**src/rtl/core/sebfb_pkg.sv**
```systemverilog
// Package for the SPI escaped byte FIFO bridge: payload structs, command codes,
// byte constants, FIFO sizes and pointer helpers. No dependencies.
`timescale 1ns / 1ps
`default_nettype none

package sebfb_pkg;

   localparam int RX_DEPTH = 128;
   localparam int TX_DEPTH = 128;
   localparam int RX_PTR_W = $clog2(RX_DEPTH);
   localparam int TX_PTR_W = $clog2(TX_DEPTH);

   localparam logic [1:0] CMD_EXCHANGE = 2'd0;
   localparam logic [1:0] CMD_PUT      = 2'd1;
   localparam logic [1:0] CMD_GET      = 2'd2;

   localparam logic [7:0] ESC_BYTE  = 8'h0F;
   localparam logic [7:0] IDLE_BYTE = 8'hFF;
   localparam logic [7:0] LF_BYTE   = 8'h0A;
   localparam logic [7:0] CR_BYTE   = 8'h0D;

   typedef struct packed {
      logic [1:0] command;
      logic [7:0] data_byte;
   } req_payload_type;

   typedef struct packed {
      logic [7:0] out_byte;
      logic       ok;
   } rsp_payload_type;

   function automatic logic [RX_PTR_W-1:0] rx_ptr_next(input logic [RX_PTR_W-1:0] ptr);
      logic [RX_PTR_W-1:0] res;
      if (ptr == RX_PTR_W'(RX_DEPTH - 1)) begin
         res = '0;
      end else begin
         res = ptr + RX_PTR_W'(1);
      end
      return res;
   endfunction

   function automatic logic [TX_PTR_W-1:0] tx_ptr_next(input logic [TX_PTR_W-1:0] ptr);
      logic [TX_PTR_W-1:0] res;
      if (ptr == TX_PTR_W'(TX_DEPTH - 1)) begin
         res = '0;
      end else begin
         res = ptr + TX_PTR_W'(1);
      end
      return res;
   endfunction

endpackage

`default_nettype wire

```
**src/rtl/core/spi_escaped_byte_fifo_bridge.sv**
```systemverilog
// Top level of the SPI escaped byte FIFO bridge: receive and transmit ring
// FIFOs in synchronous memories, escape handling and the result register.
// Depends on sebfb_pkg.
//
//   channel | ports                          | payload
//   --------+--------------------------------+----------------------------
//   request | req_valid, req_ready           | req_payload (command, data)
//   result  | rsp_valid, rsp_ready           | rsp_payload (out_byte, ok)
//
// Each item issues the FIFO memory reads (and the receive push or carriage
// return push) at accept, then uses the registered read data in ST_RESULT.
// A new request is not taken until the item leaves ST_RESULT.
// Reset is synchronous; FIFOs come up empty, memory contents are not cleared.
// A new request is taken while a result waits; the block then holds in
// ST_RESULT until the result register frees up.
`timescale 1ns / 1ps
`default_nettype none

module spi_escaped_byte_fifo_bridge
   import sebfb_pkg::*;
(
   input  wire logic            clock,
   input  wire logic            reset,
   input  wire logic            req_valid,
   output logic                 req_ready,
   input  wire req_payload_type req_payload,
   output logic                 rsp_valid,
   input  wire logic            rsp_ready,
   output rsp_payload_type      rsp_payload
);

   typedef enum logic {ST_IDLE, ST_RESULT} state_type;

   state_type             state_ff, state_in;
   req_payload_type       item_ff;
   logic                  rsp_valid_ff, rsp_valid_in;
   rsp_payload_type       rsp_payload_ff, rsp_payload_in;

   logic [RX_PTR_W-1:0]   rx_wr_ptr_ff, rx_wr_ptr_in, rx_rd_ptr_ff, rx_rd_ptr_in;
   logic [TX_PTR_W-1:0]   tx_wr_ptr_ff, tx_wr_ptr_in, tx_rd_ptr_ff, tx_rd_ptr_in;
   logic                  rx_esc_pend_ff, rx_esc_pend_in;
   logic                  tx_esc_sent_ff, tx_esc_sent_in;

   logic [7:0]            rx_mem_ff [RX_DEPTH];
   logic [7:0]            tx_mem_ff [TX_DEPTH];
   logic [7:0]            rx_rdata_ff, tx_rdata_ff;

   logic                  accept, fire;
   logic [RX_PTR_W-1:0]   rx_wr_next;
   logic [TX_PTR_W-1:0]   tx_wr_next;
   logic                  rx_full, rx_empty, tx_full, tx_empty;
   logic                  rx_take, rx_wr_en;
   logic                  tx_wr_en;
   logic [7:0]            tx_wr_data;
   logic                  head_special;

   assign req_ready   = (state_ff == ST_IDLE);
   assign accept      = req_valid && req_ready;
   assign fire        = (state_ff == ST_RESULT) && (!rsp_valid_ff || rsp_ready);
   assign rsp_valid   = rsp_valid_ff;
   assign rsp_payload = rsp_payload_ff;

   assign rx_wr_next = rx_ptr_next(rx_wr_ptr_ff);
   assign tx_wr_next = tx_ptr_next(tx_wr_ptr_ff);
   assign rx_full    = (rx_wr_next == rx_rd_ptr_ff);
   assign tx_full    = (tx_wr_next == tx_rd_ptr_ff);
   assign rx_empty   = (rx_wr_ptr_ff == rx_rd_ptr_ff);
   assign tx_empty   = (tx_wr_ptr_ff == tx_rd_ptr_ff);

   // receive half of an exchange runs in the accept cycle
   assign rx_take  = rx_esc_pend_ff ||
                     ((req_payload.data_byte != ESC_BYTE) &&
                      (req_payload.data_byte != IDLE_BYTE));
   assign rx_wr_en = accept && (req_payload.command == CMD_EXCHANGE) && rx_take && !rx_full;

   assign head_special = (tx_rdata_ff == ESC_BYTE) || (tx_rdata_ff == IDLE_BYTE);

   // single transmit write port: CR at accept, the put byte when the item fires
   always_comb begin
      tx_wr_en   = 1'b0;
      tx_wr_data = item_ff.data_byte;
      if (accept && (req_payload.command == CMD_PUT) &&
          (req_payload.data_byte == LF_BYTE) && !tx_full) begin
         tx_wr_en   = 1'b1;
         tx_wr_data = CR_BYTE;
      end else if (fire && (item_ff.command == CMD_PUT) && !tx_full) begin
         tx_wr_en   = 1'b1;
      end
   end

   always_comb begin
      state_in       = state_ff;
      rsp_valid_in   = rsp_valid_ff;
      rsp_payload_in = rsp_payload_ff;
      rx_wr_ptr_in   = rx_wr_ptr_ff;
      rx_rd_ptr_in   = rx_rd_ptr_ff;
      tx_wr_ptr_in   = tx_wr_ptr_ff;
      tx_rd_ptr_in   = tx_rd_ptr_ff;
      rx_esc_pend_in = rx_esc_pend_ff;
      tx_esc_sent_in = tx_esc_sent_ff;

      if (rsp_valid_ff && rsp_ready) begin
         rsp_valid_in = 1'b0;
      end
      if (rx_wr_en) begin
         rx_wr_ptr_in = rx_wr_next;
      end
      if (tx_wr_en) begin
         tx_wr_ptr_in = tx_wr_next;
      end

      if (accept) begin
         state_in = ST_RESULT;
         if (req_payload.command == CMD_EXCHANGE) begin
            if (rx_take) begin
               rx_esc_pend_in = 1'b0;
            end else if (req_payload.data_byte == ESC_BYTE) begin
               rx_esc_pend_in = 1'b1;
            end
         end
      end

      if (fire) begin
         state_in       = ST_IDLE;
         rsp_valid_in   = 1'b1;
         rsp_payload_in = '0;
         case (item_ff.command)
            CMD_EXCHANGE: begin
               rsp_payload_in.ok       = 1'b1;
               rsp_payload_in.out_byte = IDLE_BYTE;
               if (!tx_empty) begin
                  if (tx_esc_sent_ff || !head_special) begin
                     rsp_payload_in.out_byte = tx_rdata_ff;
                     tx_rd_ptr_in            = tx_ptr_next(tx_rd_ptr_ff);
                     tx_esc_sent_in          = 1'b0;
                  end else begin
                     rsp_payload_in.out_byte = ESC_BYTE;
                     tx_esc_sent_in          = 1'b1;
                  end
               end
            end
            CMD_PUT: begin
               rsp_payload_in.ok = !tx_full;
            end
            CMD_GET: begin
               if (!rx_empty) begin
                  rsp_payload_in.out_byte = rx_rdata_ff;
                  rsp_payload_in.ok       = 1'b1;
                  rx_rd_ptr_in            = rx_ptr_next(rx_rd_ptr_ff);
               end
            end
            default: begin
               rsp_payload_in = '0;
            end
         endcase
      end
   end

   always_ff @(posedge clock) begin
      if (reset) begin
         state_ff       <= ST_IDLE;
         rsp_valid_ff   <= 1'b0;
         rsp_payload_ff <= '0;
         rx_wr_ptr_ff   <= '0;
         rx_rd_ptr_ff   <= '0;
         tx_wr_ptr_ff   <= '0;
         tx_rd_ptr_ff   <= '0;
         rx_esc_pend_ff <= 1'b0;
         tx_esc_sent_ff <= 1'b0;
      end else begin
         state_ff       <= state_in;
         rsp_valid_ff   <= rsp_valid_in;
         rsp_payload_ff <= rsp_payload_in;
         rx_wr_ptr_ff   <= rx_wr_ptr_in;
         rx_rd_ptr_ff   <= rx_rd_ptr_in;
         tx_wr_ptr_ff   <= tx_wr_ptr_in;
         tx_rd_ptr_ff   <= tx_rd_ptr_in;
         rx_esc_pend_ff <= rx_esc_pend_in;
         tx_esc_sent_ff <= tx_esc_sent_in;
      end
   end

   always_ff @(posedge clock) begin
      if (accept) begin
         item_ff <= req_payload;
      end
   end

   // receive FIFO memory; read data holds between accepts
   always_ff @(posedge clock) begin
      if (rx_wr_en) begin
         rx_mem_ff[rx_wr_ptr_ff] <= req_payload.data_byte;
      end
      if (accept) begin
         rx_rdata_ff <= rx_mem_ff[rx_rd_ptr_ff];
      end
   end

   // transmit FIFO memory
   always_ff @(posedge clock) begin
      if (tx_wr_en) begin
         tx_mem_ff[tx_wr_ptr_ff] <= tx_wr_data;
      end
      if (accept) begin
         tx_rdata_ff <= tx_mem_ff[tx_rd_ptr_ff];
      end
   end

`ifndef ASSERT_OFF
   a_accept_to_result: assert property (@(posedge clock) disable iff (reset)
      accept |=> (state_ff == ST_RESULT))
      else $error("accepted transfer did not move to result cycle");

   a_rx_no_overrun: assert property (@(posedge clock) disable iff (reset)
      rx_wr_en |-> (rx_wr_next != rx_rd_ptr_ff))
      else $error("receive FIFO written while full");

   a_tx_no_overrun: assert property (@(posedge clock) disable iff (reset)
      tx_wr_en |-> (tx_wr_next != tx_rd_ptr_ff))
      else $error("transmit FIFO written while full");

   a_esc_needs_data: assert property (@(posedge clock) disable iff (reset)
      tx_esc_sent_ff |-> !tx_empty)
      else $error("escape sent with transmit FIFO empty");

   a_rsp_from_result: assert property (@(posedge clock) disable iff (reset)
      $rose(rsp_valid_ff) |-> $past(state_ff == ST_RESULT))
      else $error("result raised outside result cycle");
`endif

endmodule

`default_nettype wire
```
**config.mk**
```make
export PLATFORM = sky130hd
export DESIGN_NAME = spi_escaped_byte_fifo_bridge
export DESIGN_NICKNAME = d
export VERILOG_FILES = /design/src/rtl/core/sebfb_pkg.sv /design/src/rtl/core/spi_escaped_byte_fifo_bridge.sv
export SDC_FILE = /design/constraint.sdc
export NUM_CORES = 2
export LEC_CHECK = 0
export BUFFER_PORTS_ARGS = -buffer_cell sky130_fd_sc_hd__buf_2
export CELL_PAD_IN_SITES_DETAIL_PLACEMENT = 1
export CELL_PAD_IN_SITES_GLOBAL_PLACEMENT = 2
export CORE_MARGIN = 2
export CORE_UTILIZATION = 55
export CTS_CLUSTER_SIZE = 25
export DETAILED_ROUTE_END_ITERATION = 10
export GPL_TIMING_DRIVEN = 1
export HOLD_SLACK_MARGIN = 0.1
export PLACE_DENSITY = 0.82
export SKIP_CTS_REPAIR_TIMING = 1
export SYNTH_ARGS = -nofsm -noshare
export SYNTH_HDL_FRONTEND = slang
export SYNTH_SLANG_ARGS = --single-unit
```
**constraint.sdc**
```tcl
create_clock -name clock -period 14 [get_ports clock]
set_input_delay 0.7 -clock clock [delete_from_list [all_inputs] [get_ports clock]]
set_output_delay 0.7 -clock clock [all_outputs]
set_load 0.005 [all_outputs]
```
==> run_results.csv <==
group,metric,value,unit
placed_design,portBuffers,24,
grt,grt_overflow,0,
critical_path,crit_family,"simple AND/OR/NAND/NOR gates",
clocking,cts_tree,"yes",
critical_path,rr_startpoint,"state_ff$_SDFFE_PP0P_",
critical_path,crit_chain,"or3b_1 -> or2_2 -> nor2_1 -> nand2_1 -> o21a_4 -> buf_4 -> nor3_1",
outcome,outcome,"completed",
clocking,clkTransAtPathRegs,60,ps
yosys,synth_fp_nets,3922,
yosys,synth.distinct_cells,81,
yosys,seq_area_frac_synth,75.4,%
clocking,cts_root_buffer,"clkbuf_16",
grt,grt_usage,28.3,%
sta,drv_slew,0,
critical_path,worst_ep_required_time,14440,ps
floorplanning,fp.dieH,394,um
route,wire_per_inst,34.9,um
sta,max_freq,209,MHz
critical_path,slowest_delay,1210,ps
sta,fin_setup_tns,0,ps
placed_design,dp_hpwl,128,mm
critical_path,cpMaxStageDelayCell,"nor3_1",
clocking,clkLatencyLatePin,850,ps
critical_path,worstSetupStartpoint,"state_ff$_SDFFE_PP0P_",
clocking,clock-sinks,2115,
critical_path,cp_num_buf_inv,1,
yosys,ys_async_sr_fraction,0,%
route,drtIter0Drc,5403,
floorplanning,die_area,155000,um2
final_layout,final_area,92900,um2
grt,grt_pass1_wl,315,mm
sta,rsz0062_at_grt,"false",
final_layout,area_growth,10.9,%
final_layout,final_util,61.3,%
clocking,cts_buffers,206,
sta,slew_headroom,3.23,%
floorplanning,io_pins,25,
pwr,power_density,136,nW/um2
yosys,ys.flop_type,"edfxtp_1",
sta,worst_hold_slack,112,ps
pwr,p_leak,27.4,nW
grt,use_met1,42.9,%
placed_design,place_area,86200,um2
critical_path,worstPathArrival,5230,ps
grt,grt_max_degree,105,
critical_path,path_max_fanout,47,
yosys,synth_top_area_cell,"edfxtp_1",
clocking,htreeDepth,4,
placed_design,routabilityCongestion,0.872,
floorplanning,fp-row-count,143,
critical_path,crit_type,"flop to flop",
grt,globalRouteMet2Util,42.2,%
hold_path,hp-start,"req_payload[8]",
yosys,synthesis.area,83700,um2
grt,met3_usage,6.25,%
yosys,synthCells,3904,
yosys,yosys.area.top_type_share,74.4,%
final_layout,nNetsFinal,4024,
yosys,ys_ff_latch,2115,
pwr,ir_drop,120,uV
route,vias,41827,
sta,final_hold_viol_count,0,
yosys,avgSynthCellArea,21.5,um2
sta,tightest_slew,1440,ps
flow_run,max_cap_violations,0,
grt,grt.busiest_layer,"met1",
hold_path,hp-class,"input pin to flop",
sta,fin_crit_sh,34.2,%
floorplanning,die_w,394,um
critical_path,endpoint_kind,"flop",
route,drc,0,
route,wirelength,216,mm
route,avgViaCountPerCell,6.75,
grt,grt_pass1_vias,43068,
grt,antenna_found_initial,7,
route,firstDrtPassIters,6,
final_layout,drive_gt1_share,26.7,%
yosys,synth_warnings,0,
yosys,synth_edf_count,2074,
floorplanning,start_util,55.3,%
floorplanning,core,152000,um2
route,ant_nets,0,
sta,finalCriticalPeriod,4790,ps
sta,setup_viol,0,
yosys,synthTopCellsByArea,"edfxtp_1, mux4_2, mux2i_1",
clocking,clk_path_buf_depth,3,
sta,fin_skew,37.4,ps
critical_path,setup.worst_path.start_class,"flop",
path summary, 6_finish.rpt:
check / cells past startpoint / slack, ps / endpoint
min reg2reg: 2 / 550 / rx_esc_pend_ff$_SDFFE_PP0P_
max reg2reg: 7 / 9210 / rx_mem_ff[31][0]$_DFFE_PP_
max: 7 / 9210 / rx_mem_ff[31][0]$_DFFE_PP_
min: 1 / 110 / item_ff[8]$_DFFE_PP_
metal layers:
metal / vias to the layer above / share of wire, %
met1: 22548 / 41
li1: 16640 / -
met4: 2 / 2.3
met5: - / 0.0069
met2: 2313 / 46
met3: 324 / 9.8
stage by stage:
stage | power [mW] | worst slack [ps] | instances
after floorplan | 7.19 | 8210 | 3904
after detailed placement | 7.32 | 9090 | 5823
after CTS | 12.7 | 9230 | 6193
final | 12.6 | 9210 | 6199
after global placement | 7.30 | 9380 | 5823
after global routing | 12.9 | 8890 | 6198
area by class of cell:
type	count	area, um2
antenna	1	2.50
clock buffer	266	5570
clock inverter	104	1010
fill	12330	58700
inverter	14	52.6
multi-input combinational	1531	19500
sequential	2115	63100
tap	2030	2540
timing repair buffer	138	1050
layout by cell type, fill, tap and decap left out, types with 28 or more instances in the layout:
master and n:
buf_4 113, dfxtp_1 31, a21oi_1 43, clkbuf_1 48, a211oi_1 36, edfxtp_1 2074, clkinv_1 44, mux2i_1 103
clkbuf_16 212, nor3_1 85, nor2_1 183, nand3_1 28, mux4_2 573, mux2_2 34, nor2b_1 33, nand2_1 75
Yosys cell counts (4+ instances only):
| master | n |
|---|---|
| nand2_1 | 75 |
| o2111ai_4 | 6 |
| o211ai_1 | 11 |
| a31oi_1 | 8 |
| ha_1 | 4 |
| o22ai_1 | 12 |
| xnor2_1 | 18 |
| o221ai_1 | 9 |
| nand2b_1 | 10 |
| a221o_1 | 5 |
| mux2i_1 | 103 |
| o21ai_0 | 23 |
| nand3_1 | 29 |
| a211oi_1 | 36 |
| buf_4 | 47 |
| o2bb2ai_1 | 4 |
| nand3b_1 | 4 |
| and3_1 | 11 |
| a221oi_1 | 13 |
| or3_1 | 10 |
| nor3_1 | 109 |
| nor4_1 | 35 |
| nor2_1 | 183 |
| mux4_2 | 573 |
| or2_2 | 8 |
| a21oi_1 | 43 |
| and2_1 | 9 |
| edfxtp_1 | 2074 |
| nor2b_1 | 39 |
| clkbuf_1 | 73 |
| buf_6 | 24 |
| a2111oi_0 | 5 |
| xor2_1 | 12 |
| a22oi_1 | 19 |
| mux2_2 | 34 |
| buf_1 | 13 |
| nand4_1 | 10 |
| buf_2 | 85 |
| dfxtp_1 | 41 |
| inv_1 | 12 |
where the power goes:
part | internal, mW | switching [mW]
registers | 6.96 | 0.0128
logic | 0.0341 | 0.171
clock network | 3.11 | 2.34
total | 10.1 | 2.53
flip-flops by register name, indices dropped and copies added, names as in the netlist, 8 cells and up:
| register | count |
|---|---|
| item_ff | 10 |
| rx_rdata_ff | 8 |
| rx_mem_ff | 1024 |
| tx_rdata_ff | 8 |
| rsp_payload | 9 |
| tx_mem_ff | 1024 |
cell families (layout without fill, tap and decap cells):
group	count (synthesis)	after routing	synth area share, %
AO/OA/AOI/OAI	233	233	2.19
XOR/XNOR	30	30	0.314
adder cells (fa/ha/maj)	4	4	0.0598
buffers and inverters	258	522	1.72
flip-flops	2115	2115	75.4
multiplexers	710	710	17.1
other	0	1	0
AND/OR/NAND/NOR	554	554	3.26
(Power assumes the default switching activity.)
